### src/hdl/slot_allocator_with_reuse_delay_macros.svh
// ---------------------------------------------------------------------------
// Slot allocator assertion macros
// Concurrent assertion helpers shared by the slot allocator RTL.
// ---------------------------------------------------------------------------
`ifndef SLOT_ALLOCATOR_WITH_REUSE_DELAY_MACROS_SVH
`define SLOT_ALLOCATOR_WITH_REUSE_DELAY_MACROS_SVH

`ifndef ASSERT_OFF
// Same-cycle implication, disabled while reset is high.
`define SARD_ASSERT_IMPLIES(label, clk, rst, ante, cons) \
  label: assert property (@(posedge clk) disable iff (rst) (ante) |-> (cons)) \
    else $error("slot allocator assertion failed");
// Next-cycle implication, disabled while reset is high.
`define SARD_ASSERT_NEXT(label, clk, rst, ante, cons) \
  label: assert property (@(posedge clk) disable iff (rst) (ante) |=> (cons)) \
    else $error("slot allocator assertion failed");
`else
`define SARD_ASSERT_IMPLIES(label, clk, rst, ante, cons)
`define SARD_ASSERT_NEXT(label, clk, rst, ante, cons)
`endif

`endif

### src/hdl/sard_ram.sv
// ---------------------------------------------------------------------------
// Generic simple dual-port RAM
// One write port and one read port with registered read data.
// ---------------------------------------------------------------------------
module sard_ram #(
  parameter int WIDTH = 8,
  parameter int DEPTH = 16
) (
  input  logic                     clk,
  input  logic                     we,
  input  logic [$clog2(DEPTH)-1:0] waddr,
  input  logic [WIDTH-1:0]         wdata,
  input  logic [$clog2(DEPTH)-1:0] raddr,
  output logic [WIDTH-1:0]         rdata
);

  logic [WIDTH-1:0] mem [DEPTH];

  always_ff @(posedge clk) begin
    if (we) begin
      mem[waddr] <= wdata;
    end
    rdata <= mem[raddr];
  end

endmodule

### config.mk
export PLATFORM = sky130hd
export DESIGN_NAME = sard_ram
export DESIGN_NICKNAME = d
export VERILOG_FILES = /design/src/hdl/slot_allocator_with_reuse_delay_macros.svh /design/src/hdl/sard_ram.sv
export SDC_FILE = /design/constraint.sdc
export NUM_CORES = 1
export LEC_CHECK = 0
export ABC_CLOCK_PERIOD_IN_PS = 1500
export BUFFER_PORTS_ARGS = -buffer_cell sky130_fd_sc_hd__buf_2
export CORE_AREA = 2 2 101 103
export DETAILED_ROUTE_END_ITERATION = 10
export DIE_AREA = 0 0 103 105
export PLACE_DENSITY_LB_ADDON = 0.05
export SLEW_MARGIN = 40
export SYNTH_ARGS = -nofsm -noshare
export SYNTH_HDL_FRONTEND = slang
export SYNTH_SLANG_ARGS = --single-unit
### constraint.sdc
create_clock -name clk -period 1.5 [get_ports clk]
set_input_delay 0.075 -clock clk [delete_from_list [all_inputs] [get_ports clk]]
set_output_delay 0.075 -clock clk [all_outputs]
set_load 0.01 [all_outputs]
# [Yosys cells after proc, flatten, opt, wreduce, memory -nomap -nowiden]
# Memory sizes are Yosys's and may differ from the RTL's. A register that Yosys moved wholly into a read port is not among the register bits.
# Cells that the tools add are included.
[word_totals] regBits=0 romBits=0 n_memories=1 latch_bits=0 ram_bits=128 out_inout_bits=8
[mem_list] memory="mem" depth=16 width=8 read_ports=1 rd_ports_with_merged_regs=1 write_ports=1 line_no="sard_ram.sv:17" rtl="logic [WIDTH-1:0] mem [DEPTH];"
[classes] n_mul=0 muxes=2 reduce_logical=0 addsub=0 bitwise_logic=0 eq_ne=0 magnitude_cmp=0 div_mod_pow=0 shift=0
[ops] cell="1-bit two-way mux" count=2

# [Depth between registers and ports, before layout]
[logic_depth] word_depth=2 ltp_mapped=5

# [Least setup slack after synthesis]
# Ideal clock, no wire load.
[synth_path] kind="input to register" startpoint="in waddr[2]" endpoint="mem mem[0][0] (enable)" n_path_buf=0 path_slack_ns=-0.068 cell_stages=2 arrival_ns=1.185 cell_sequence="or3b_2 > nor3_1"
[synth_rtl] item="start: declaration" line_no="sard_ram.sv:11" rtl="input logic [$clog2(DEPTH)-1:0] waddr,"
[synth_rtl] item="end: declaration" line_no="sard_ram.sv:17"
# Straight into the memory's write port.

==> flow_summary.json <==
{
  "outcome": "complete, no violations",
  "antenna_cells": 0,
  "drive_gt1_share_pct": 33.4,
  "cts_htree_levels": 4,
  "cts_tree": "done",
  "relSlewSlack_pct": 69.4,
  "first_pass_iters": 4,
  "grt-ovfl-total": 0,
  "fin_crit_sh_pct": 93.5,
  "power.switching_mw": 1.73,
  "yosys_warnings": 0,
  "clk_pin_slew_ns": 0.06,
  "detail_route.iter0.violations": 124,
  "power_frac_comb_pct": 4.6,
  "antenna_found_initial": 0,
  "grt_max_degree": 33,
  "critical-path-slowest-cell": "mux4_2",
  "cp_cell_sequence": "mux4_2, a22oi_1, nand2_1",
  "wl_per_cell_um": 22.4,
  "rsz0062_at_grt": "false",
  "yosysUniqueCellTypes": 19,
  "grt_pass1_wl_mm": 15.3,
  "power_density_mw_per_mm2": 1470,
  "boundaryPins": 26,
  "syn_inst": 229,
  "setup_viol": 0,
  "cp.arrival_ns": 1.80,
  "first_global_vias": 2539,
  "post-place-ws_ns": -0.0933,
  "syn_avg_cell_area_um2": 22.5,
  "globalplace.congestion": 0.837,
  "start_util_pct": 53.4,
  "layout_common_cells": "edfxtp_1 (128), buf_4 (27), buf_2 (25)",
  "cp_max_fo": 1,
  "min_path_type": "in2reg",
  "crit_type": "reg2reg",
  "synth_fp_nets": 247,
  "synthesis.area_mm2": 0.00515,
  "row_count": 36,
  "p_seq_share_pct": 45.8,
  "maxCapViolCount": 0,
  "drt-total-wl_mm": 10.0,
  "grtUsageTotal_pct": 20.8,
  "chipHeight_um": 105,
  "core-area_mm2": 0.00964,
  "portBuffers": 25,
  "num_vias": 2490,
  "slowest_delay_ns": 0.47,
  "yosysSeqAreaShare_pct": 77.8,
  "die_area_mm2": 0.0108,
  "p_total_mw": 9.34,
  "critical_path_required_ns": 1.89,
  "timing.final.crit_period_ns": 1.40,
  "viasPerCell": 5.57,
  "worst_pin_slew_ns": 0.459,
  "drtAntennaViolNets": 0,
  "endpoint_kind": "flop",
  "cts_made_buffers": 17,
  "drc": 0,
  "startpoint_type": "flop",
  "setup_tns_ns": 0,
  "hold_violations": 0,
  "setup_ws_ns": 0.0979,
  "leakagePower_nw": 2.22,
  "fmax_mhz": 713,
  "dp_hpwl_mm": 6.32,
  "final_common_cell": "edfxtp_1",
  "ir_worst_vdd_v": 0.000913,
  "clk_latency_ns": 0.52,
  "pwr-share-clk_pct": 49.6,
  "cts_num_sinks": 136,
  "fillers": 687,
  "nets": 319,
  "area_delta_synth_final_pct": 23.9,
  "cts.path.max_buffers": 2,
  "ys_ff_latch": 136,
  "internal_power_mw": 7.61,
  "clock_skew_ns": 0.00639,
  "root_buffer": "clkbuf_8",
  "slew_violations": 0,
  "die_w_um": 103,
  "switching_share_pct": 18.6
}
per-stage QoR:
stage          cells  utilization, %  hold slack [ns]  area (um2)
6_report         447            66.1            0.111        6380
5_1_grt          447            66.1            0.138        6380
4_1_cts          447            66.1            0.102        6380
3_5_place_dp     407            58.3            0.473        5620
3_3_place_gp     407            58.3            0.465        5620
2_1_floorplan    229               -            0.174        5150
layout make-up:
class,instances,area [um2],area share (%)
Clock inverter,12,220,3.45
Timing Repair Buffer,63,468,7.34
Tap cell,133,166,2.61
Multi-Input combinational cell,83,1060,16.7
Clock buffer,20,455,7.14
Sequential cell,136,4000,62.8
sequential cells by signal, summed over array words and instances, names as in the netlist:
signal / cells
mem: 128
rdata: 8
metal layers:
layer  routed length, um  global-route usage (%)  vias up
met5                   0                       0        -
met1                4540                    30.9     1284
met4                 124                    7.61        0
met2                4850                    30.3       74
li1                    -                       -     1117
met3                 488                    5.02       15
timing repair:
| item | in CTS | in global routing |
|---|---|---|
| endpoints found under the hold margin | 128 | 0 |
| resized for setup | 0 | 0 |
| hold buffers | 8 | 0 |
| setup buffers | 0 | 0 |
worst paths after layout:
path | cells after the start | slack, ns | start | end
setup / recovery | 3 | 0.1 | mem[10][6]$_DFFE_PP_ | rdata[6]$_DFF_P_
hold / removal | 3 | 0.11 | waddr[2] | mem[6][7]$_DFFE_PP_
setup reg to reg | 3 | 0.1 | mem[10][6]$_DFFE_PP_ | rdata[6]$_DFF_P_
hold reg to reg | 3 | 0.66 | mem[14][1]$_DFFE_PP_ | rdata[1]$_DFF_P_
synth_stat cells:
| library cell | instances | area, um2 |
|---|---|---|
| nand3b_1 | 2 | 15.0 |
| dfxtp_1 | 8 | 160 |
| a22oi_1 | 16 | 120 |
| buf_2 | 3 | 15.0 |
| or3b_2 | 1 | 8.76 |
| nor2b_1 | 1 | 6.26 |
| and2_1 | 1 | 6.26 |
| and2b_1 | 1 | 7.51 |
| mux4_1 | 14 | 368 |
| clkdlybuf4s25_2 | 3 | 30.0 |
| buf_6 | 3 | 33.8 |
| nand3_1 | 1 | 5.00 |
| nand2_1 | 9 | 33.8 |
| buf_4 | 1 | 7.51 |
| nand2b_1 | 2 | 12.5 |
| edfxtp_1 | 128 | 3840 |
| nor3_1 | 4 | 20.0 |
| mux4_2 | 18 | 405 |
| nor2_1 | 13 | 48.8 |
logic make-up after synthesis:
family,after synthesis,share of synthesized area [%]
muxes,32,15.0
buffers and inverters,10,1.68
AOI/OAI and AO/OA,16,2.33
DFF,136,77.8
and+or+nand+nor,35,3.18
power groups by stage:
stage | Sequential (mW) | Combinational (mW) | Clock, mW
3_5_place_dp | 4.36 | 0.424 | 0
4_1_cts | 4.28 | 0.441 | 4.70
5_1_grt | 4.28 | 0.476 | 4.85
6_report | 4.28 | 0.434 | 4.63
3_3_place_gp | 4.35 | 0.421 | 0
2_1_floorplan | 4.36 | 0.216 | 0
critical path: cells and delay by family (launching register included):
family	cells	cell delay [ns]
AO/OA/AOI/OAI	1	0.34
flip-flops	1	0.37
multiplexers	1	0.47
AND/OR/NAND/NOR	1	0.09
(Power assumes the default switching activity.)
