<file path="src/hdl/slot_allocator_with_reuse_delay_macros.svh">
// ---------------------------------------------------------------------------
// Slot allocator assertion macros
// Concurrent assertion helpers shared by the slot allocator RTL.
// ---------------------------------------------------------------------------
`ifndef SLOT_ALLOCATOR_WITH_REUSE_DELAY_MACROS_SVH
`define SLOT_ALLOCATOR_WITH_REUSE_DELAY_MACROS_SVH

`ifndef ASSERT_OFF
// Same-cycle implication, disabled while reset is high.
`define SARD_ASSERT_IMPLIES(label, clk, rst, ante, cons) \
  label: assert property (@(posedge clk) disable iff (rst) (ante) |-> (cons)) \
    else $error("slot allocator assertion failed");
// Next-cycle implication, disabled while reset is high.
`define SARD_ASSERT_NEXT(label, clk, rst, ante, cons) \
  label: assert property (@(posedge clk) disable iff (rst) (ante) |=> (cons)) \
    else $error("slot allocator assertion failed");
`else
`define SARD_ASSERT_IMPLIES(label, clk, rst, ante, cons)
`define SARD_ASSERT_NEXT(label, clk, rst, ante, cons)
`endif

`endif

</file>
<file path="src/hdl/sard_pkg.sv">
// ---------------------------------------------------------------------------
// Slot allocator package
// Sizes, status and register codes, and the slot table entry layout.
// ---------------------------------------------------------------------------
package sard_pkg;

  localparam int MAX_SLOTS = 1024;
  localparam int SLOT_W    = 10;
  localparam int HW_W      = $clog2(MAX_SLOTS + 1);
  localparam int TIME_W    = 32;
  localparam int SER_W     = 16;
  localparam int DELAY_W   = 16;

  localparam logic OP_ALLOC = 1'b0;
  localparam logic OP_FREE  = 1'b1;

  localparam logic [1:0] ST_OK     = 2'd0;
  localparam logic [1:0] ST_NONE   = 2'd1;
  localparam logic [1:0] ST_DOUBLE = 2'd2;
  localparam logic [1:0] ST_BAD    = 2'd3;

  localparam logic [1:0] CFG_FIRST_SLOT  = 2'd0;
  localparam logic [1:0] CFG_MAX_SLOTS   = 2'd1;
  localparam logic [1:0] CFG_REUSE_DELAY = 2'd2;
  localparam logic [1:0] CFG_GRACE_TIME  = 2'd3;

  // One slot table entry, kept in a single RAM word.
  typedef struct packed {
    logic              free;
    logic [TIME_W-1:0] freed_at;
    logic [SER_W-1:0]  serial;
  } entry_t;

  localparam int ENTRY_W = $bits(entry_t);

  // Timing settings used by the reuse check.
  typedef struct packed {
    logic [DELAY_W-1:0] reuse_delay;
    logic [DELAY_W-1:0] grace_time;
  } reuse_cfg_t;

endpackage

</file>
<file path="src/hdl/sard_reuse.sv">
// ---------------------------------------------------------------------------
// Slot reuse check
// Decides whether a table entry may be handed out again at the given time.
// ---------------------------------------------------------------------------
module sard_reuse (
  input  sard_pkg::entry_t                 entry,
  input  logic [sard_pkg::TIME_W-1:0]      now,
  input  sard_pkg::reuse_cfg_t             cfg,
  output logic                             reusable
);

  logic [sard_pkg::TIME_W-1:0] rest;
  logic [sard_pkg::TIME_W-1:0] grace_ext;
  logic [sard_pkg::TIME_W-1:0] delay_ext;

  assign rest      = now - entry.freed_at;
  assign grace_ext = {{(sard_pkg::TIME_W - sard_pkg::DELAY_W){1'b0}}, cfg.grace_time};
  assign delay_ext = {{(sard_pkg::TIME_W - sard_pkg::DELAY_W){1'b0}}, cfg.reuse_delay};

  // A slot freed early enough is reusable at once; otherwise it must have
  // rested longer than the delay, with time running backward counting as no rest.
  assign reusable = entry.free &&
                    ((entry.freed_at < grace_ext) ||
                     ((now >= entry.freed_at) && (rest > delay_ext)));

endmodule

</file>
<file path="config.mk">
export PLATFORM = sky130hd
export DESIGN_NAME = sard_reuse
export DESIGN_NICKNAME = d
export VERILOG_FILES = /design/src/hdl/slot_allocator_with_reuse_delay_macros.svh /design/src/hdl/sard_pkg.sv /design/src/hdl/sard_reuse.sv
export SDC_FILE = /design/constraint.sdc
export NUM_CORES = 1
export LEC_CHECK = 0
export ABC_AREA = 1
export BUFFER_PORTS_ARGS = -buffer_cell sky130_fd_sc_hd__buf_2
export CAP_MARGIN = 20
export CELL_PAD_IN_SITES_DETAIL_PLACEMENT = 0
export CELL_PAD_IN_SITES_GLOBAL_PLACEMENT = 2
export CORE_MARGIN = 2
export CORE_UTILIZATION = 27
export DETAILED_ROUTE_END_ITERATION = 8
export PLACE_DENSITY = 0.95
export SLEW_MARGIN = 15
export SYNTH_ARGS = -nofsm -noshare
export SYNTH_HDL_FRONTEND = slang
export SYNTH_SLANG_ARGS = --single-unit
</file>
<file path="constraint.sdc">
create_clock -name vclk -period 4.7
set_input_delay 0.47 -clock vclk [all_inputs]
set_output_delay 0.47 -clock vclk [all_outputs]
set_load 0.01 [all_outputs]
</file>
# == Word level (Yosys, flattened, before mapping) ==
# Cells that the tools add are included.
# word_totals
ff_bits,0
latchBits,0
ramBits,0
mem_bits_ro,0
in_bits,113
wordCells,7
memories,0
# op_classes
add_sub_neg,1
n_mul,0
n_div,0
order_cmp,3
n_eq_ne,0
n_shift,0
mux,0
bitwise_logic,0
reduce_logical,3
# op_table
cell,count
$ge A32 B32 Y1,1
$gt A32 B16 Y1,1
$lt A32 B16 Y1,1
$sub A32 B32 Y32,1
$logic_and A1 B1 Y1,2
$logic_or A1 B1 Y1,1

# == Logic depth before layout (Yosys ltp) ==
# logic_depth
word_depth,5
mapped_depth,24
depth_no_buf,24

# == Worst setup path before layout ==
# Ideal clock, no wire load.
# synth_timing
path_kind,input to output
from,input now[0] in the netlist's numbering
to,output reusable
arrival_ns,2.785
setup_slack_ns,1.445
path_stages,21
path_cell_list,inv_1 -> ha_1 -> fa_1 -> inv_1 -> nand2_1 -> nand2_1 -> nand4_1 -> nand3_1 -> xor2_1 -> ha_1 -> nand2_1 -> nor4_1 -> nand3_1 -> nand2_1 -> nand3_1 -> nor2_1 -> nand2_1 -> nor2_1 -> nand2_1 -> nand2_1 -> a21oi_2
# synth_via
elab_chain_len,5
word_cells_on_any_way,6
classes_between,add/sub (1); order compare (2); reduce/logical (3)
# synth_lines
item,line_no,rtl
start: declaration,sard_reuse.sv:7,"input logic [sard_pkg::TIME_W-1:0] now,"
$sub A32 B32 Y32,sard_reuse.sv:16,assign rest = now - entry.freed_at;
$gt A32 B16 Y1,sard_reuse.sv:24,((now >= entry.freed_at) && (rest > delay_ext)));
$logic_and A1 B1 Y1 *,sard_reuse.sv:24,
$logic_or A1 B1 Y1 *,sard_reuse.sv:23,((entry.freed_at < grace_ext) ||
$logic_and A1 B1 Y1 *,sard_reuse.sv:22,assign reusable = entry.free &&
end: declaration,sard_reuse.sv:9,output logic reusable
# Mark *: on every way between the ends. The rest lies on a longest branch, timed or not.

# == Worst setup path in the final report ==
# layout_timing
from,input entry[18] in the netlist's numbering
to,output reusable
# layout_via
elab_chain_len,5
word_cells_on_any_way,7
classes_between,add/sub (1); order compare (3); reduce/logical (3)
# layout_lines
item,line_no,rtl
start: declaration,sard_reuse.sv:6,"input sard_pkg::entry_t entry,"
$sub A32 B32 Y32,sard_reuse.sv:16,
$gt A32 B16 Y1,sard_reuse.sv:24,
$logic_and A1 B1 Y1,sard_reuse.sv:24,
$logic_or A1 B1 Y1 *,sard_reuse.sv:23,
$logic_and A1 B1 Y1 *,sard_reuse.sv:22,
# Marked as above.

==> metrics.md <==
| Metric | Value |
|---|---|
| Outcome | finished clean |
| Average wire per cell in the routed design | 10.8 µm |
| Number of DRC markers in iteration 0 | 183 |
| Placed Instances | 983 |
| Maximum operating frequency | 0.255 GHz |
| DRC violations left | 0 |
| Worst slew pin tran | 544 ps |
| Number of antenna violations at the first check in global routing | 0 |
| Via count of the first global-routing pass | 4003 |
| Power density cells | 115 mW/mm² |
| Total setup violations reported at the end of the flow | 0 |
| Core footprint | 0.0128 mm² |
| Number of hold buffers added after CTS | 0 |
| Pin count of the biggest net entering global routing | 7 |
| Crit path buf inv count | 4 |
| Slew headroom | 63.4% |
| Final worst setup slack | 781 ps |
| Pre-CTS WS | 735 ps |
| Die Wd | 119 µm |
| Post-synthesis instance area | 0.00356 mm² |
| RSZ-0062 raised after global routing | false |
| Largest incremental delay on the critical path | 370 ps |
| Count of vias placed by the detailed router | 4151 |
| Type of the setup path with the least slack | input port to output port |
| Starting utilization of the core area | 27.9% |
| Average cell area after synthesis | 5.00 µm² |
| Most frequent cells in the layout | sky130_fd_sc_hd__nand2_1, sky130_fd_sc_hd__inv_1, sky130_fd_sc_hd__buf_2 |
| Class of the tightest hold or removal check | input port to output port |
| Area used by sequential logic in the layout | 0 µm² |
| Number of filler instances in the final layout | 1542 |
| Number of diodes | 0 |
| Final Hold Vio Count | 0 |
| Post-DR vias/cell | 4.22 |
| Number of slew-limit violations in the final report | 0 |
| Syn Nets | 890 |
| WL final | 10.6 mm |
| Grt met3 use | 0.527% |
| Routability congestion estimate | 0.884 |
| Largest fanout on the critical path | 6 |
| Global-route usage over all layers | 15.2% |
| Post-route fraction of the period consumed by the critical path | 83.4% |
| Setup bufs post-CTS | 0 |
| Worst hold-check slack | 1240 ps |
| Gate count after technology mapping | 713 |
| Shortest period the worst path allows | 3920 ps |
| Final #Nets | 990 |
| Layout-stage area growth over the synthesis result | 19.8% |
| Number of maximum-capacitance violations | 0 |
| Commonest non-fill, non-tap cell in the layout | sky130_fd_sc_hd__nand2_1 |
| Library cells used by synthesis | 28 |
| I/O pin count | 114 |
| Num sequential | 0 |
| Full die area | 0.0141 mm² |
| Row Count | 41 |
| Setup_tns | 0 ps |
| Worst Path Required | 4230 ps |
| Sort of element at the start of the critical path | input port |
| First-pass GRT wire length | 18.2 mm |
| Kind of end point of the critical path | output port |
| Slowest stage cell on the critical path | sky130_fd_sc_hd__ha_1 |
| Maximum resistive drop on vdd | 0.0317 mV |
| Cell class contributing the biggest share of worst-path delay | simple AND/OR/NAND/NOR gates |
| Layout cells sized above 1 | 14.9% |
| Leakage power figure | 2.91 nW |
| Number of warnings printed during yosys synthesis | 0 |
| Layout clock buffers | 0 |
| Met1 Resource Use GR | 23.0% |
| Sequential-to-total area share from yosys stat | 0% |
| Sum of net half-perimeters after detailed placement | 9.90 mm |
| GRT Max-Usage Layer | met2 |
| Remaining antenna violation count after routing | 0 |
| CP Data Arrival Time | 3450 ps |
| CTS resizes | 0 |
| CP most frequent cell | sky130_fd_sc_hd__nand2_1 |
| Number of buffer cells added on primary ports | 98 |
| Post-route insts no fill | 983 |
| Vertical die dimension | 119 µm |
| Detailed-router iteration count before antenna repair | 4 |
| Global routing met2 resource utilization | 25.0% |
| Residual overflow from global routing | 0 |
cells by family after synthesis:
logic type	after synthesis	synth area share, %
AND/OR/NAND/NOR	389	45.6
buffers and inverters	195	20.5
adder cells (fa/ha/maj)	64	22.7
AO/OA/AOI/OAI	51	7.76
XOR/XNOR	14	3.44
metrics by stage:
step	power (mW)	area (µm²)	utilization, %
after global placement	0.493	4270	33.4
after floorplan	0.348	3560	-
after CTS	0.498	4270	33.4
final	0.492	4270	33.4
after detailed placement	0.495	4270	33.4
after global routing	0.580	4270	33.4
synth_stat cells:
library cell / count / area, µm²
sky130_fd_sc_hd__inv_2: 6 / 22.5
sky130_fd_sc_hd__nand3_2: 1 / 10.0
sky130_fd_sc_hd__and3_1: 2 / 12.5
sky130_fd_sc_hd__nor3_2: 4 / 40.0
sky130_fd_sc_hd__nor2_2: 6 / 37.5
sky130_fd_sc_hd__o211ai_1: 1 / 7.51
sky130_fd_sc_hd__xnor2_1: 2 / 17.5
sky130_fd_sc_hd__nand3_1: 33 / 165
sky130_fd_sc_hd__nand2_1: 267 / 1000
sky130_fd_sc_hd__a21o_1: 2 / 15.0
sky130_fd_sc_hd__a21oi_2: 1 / 8.76
sky130_fd_sc_hd__and2_1: 1 / 6.26
sky130_fd_sc_hd__nand2_2: 5 / 31.3
sky130_fd_sc_hd__xor2_1: 12 / 105
sky130_fd_sc_hd__inv_1: 189 / 709
sky130_fd_sc_hd__nand3b_1: 3 / 22.5
sky130_fd_sc_hd__nor3_1: 4 / 20.0
sky130_fd_sc_hd__ha_1: 63 / 788
sky130_fd_sc_hd__nor4_1: 2 / 12.5
sky130_fd_sc_hd__nand4_1: 13 / 81.3
sky130_fd_sc_hd__nor2_1: 47 / 176
sky130_fd_sc_hd__a21oi_1: 36 / 180
sky130_fd_sc_hd__o21ai_1: 1 / 5.00
sky130_fd_sc_hd__o21ai_0: 6 / 30.0
sky130_fd_sc_hd__fa_1: 1 / 20.0
sky130_fd_sc_hd__or2_1: 1 / 6.26
sky130_fd_sc_hd__o21a_1: 2 / 15.0
sky130_fd_sc_hd__o21bai_1: 2 / 15.0
metal layers:
| metal | vias up | wire [µm] |
|---|---|---|
| met1 | 1732 | 5620 |
| met4 | 0 | 45 |
| met3 | 4 | 465 |
| met5 | - | 0 |
| li1 | 2348 | - |
| met2 | 67 | 4470 |
path summary, 6_finish.rpt:
path              startpoint       end  slack, ps  cells past startpoint
setup / recovery   entry[18]  reusable        780                     25
hold / removal     entry[48]  reusable       1240                      4
area by class of cell:
cell class | instances | area, µm² | share of cell area (%)
Timing Repair Buffer | 98 | 490 | 11.5
Multi-Input combinational cell | 518 | 2830 | 66.3
Tap cell | 172 | 215 | 5.04
Inverter | 195 | 732 | 17.1
power breakdown:
group	total (mW)	leakage (nW)	switching, mW	internal [mW]
Sequential	0	0	0	0
Combinational	0.492	2.91	0.303	0.189
Clock	0	0	0	0
Power figures use the tool's default switching activity.
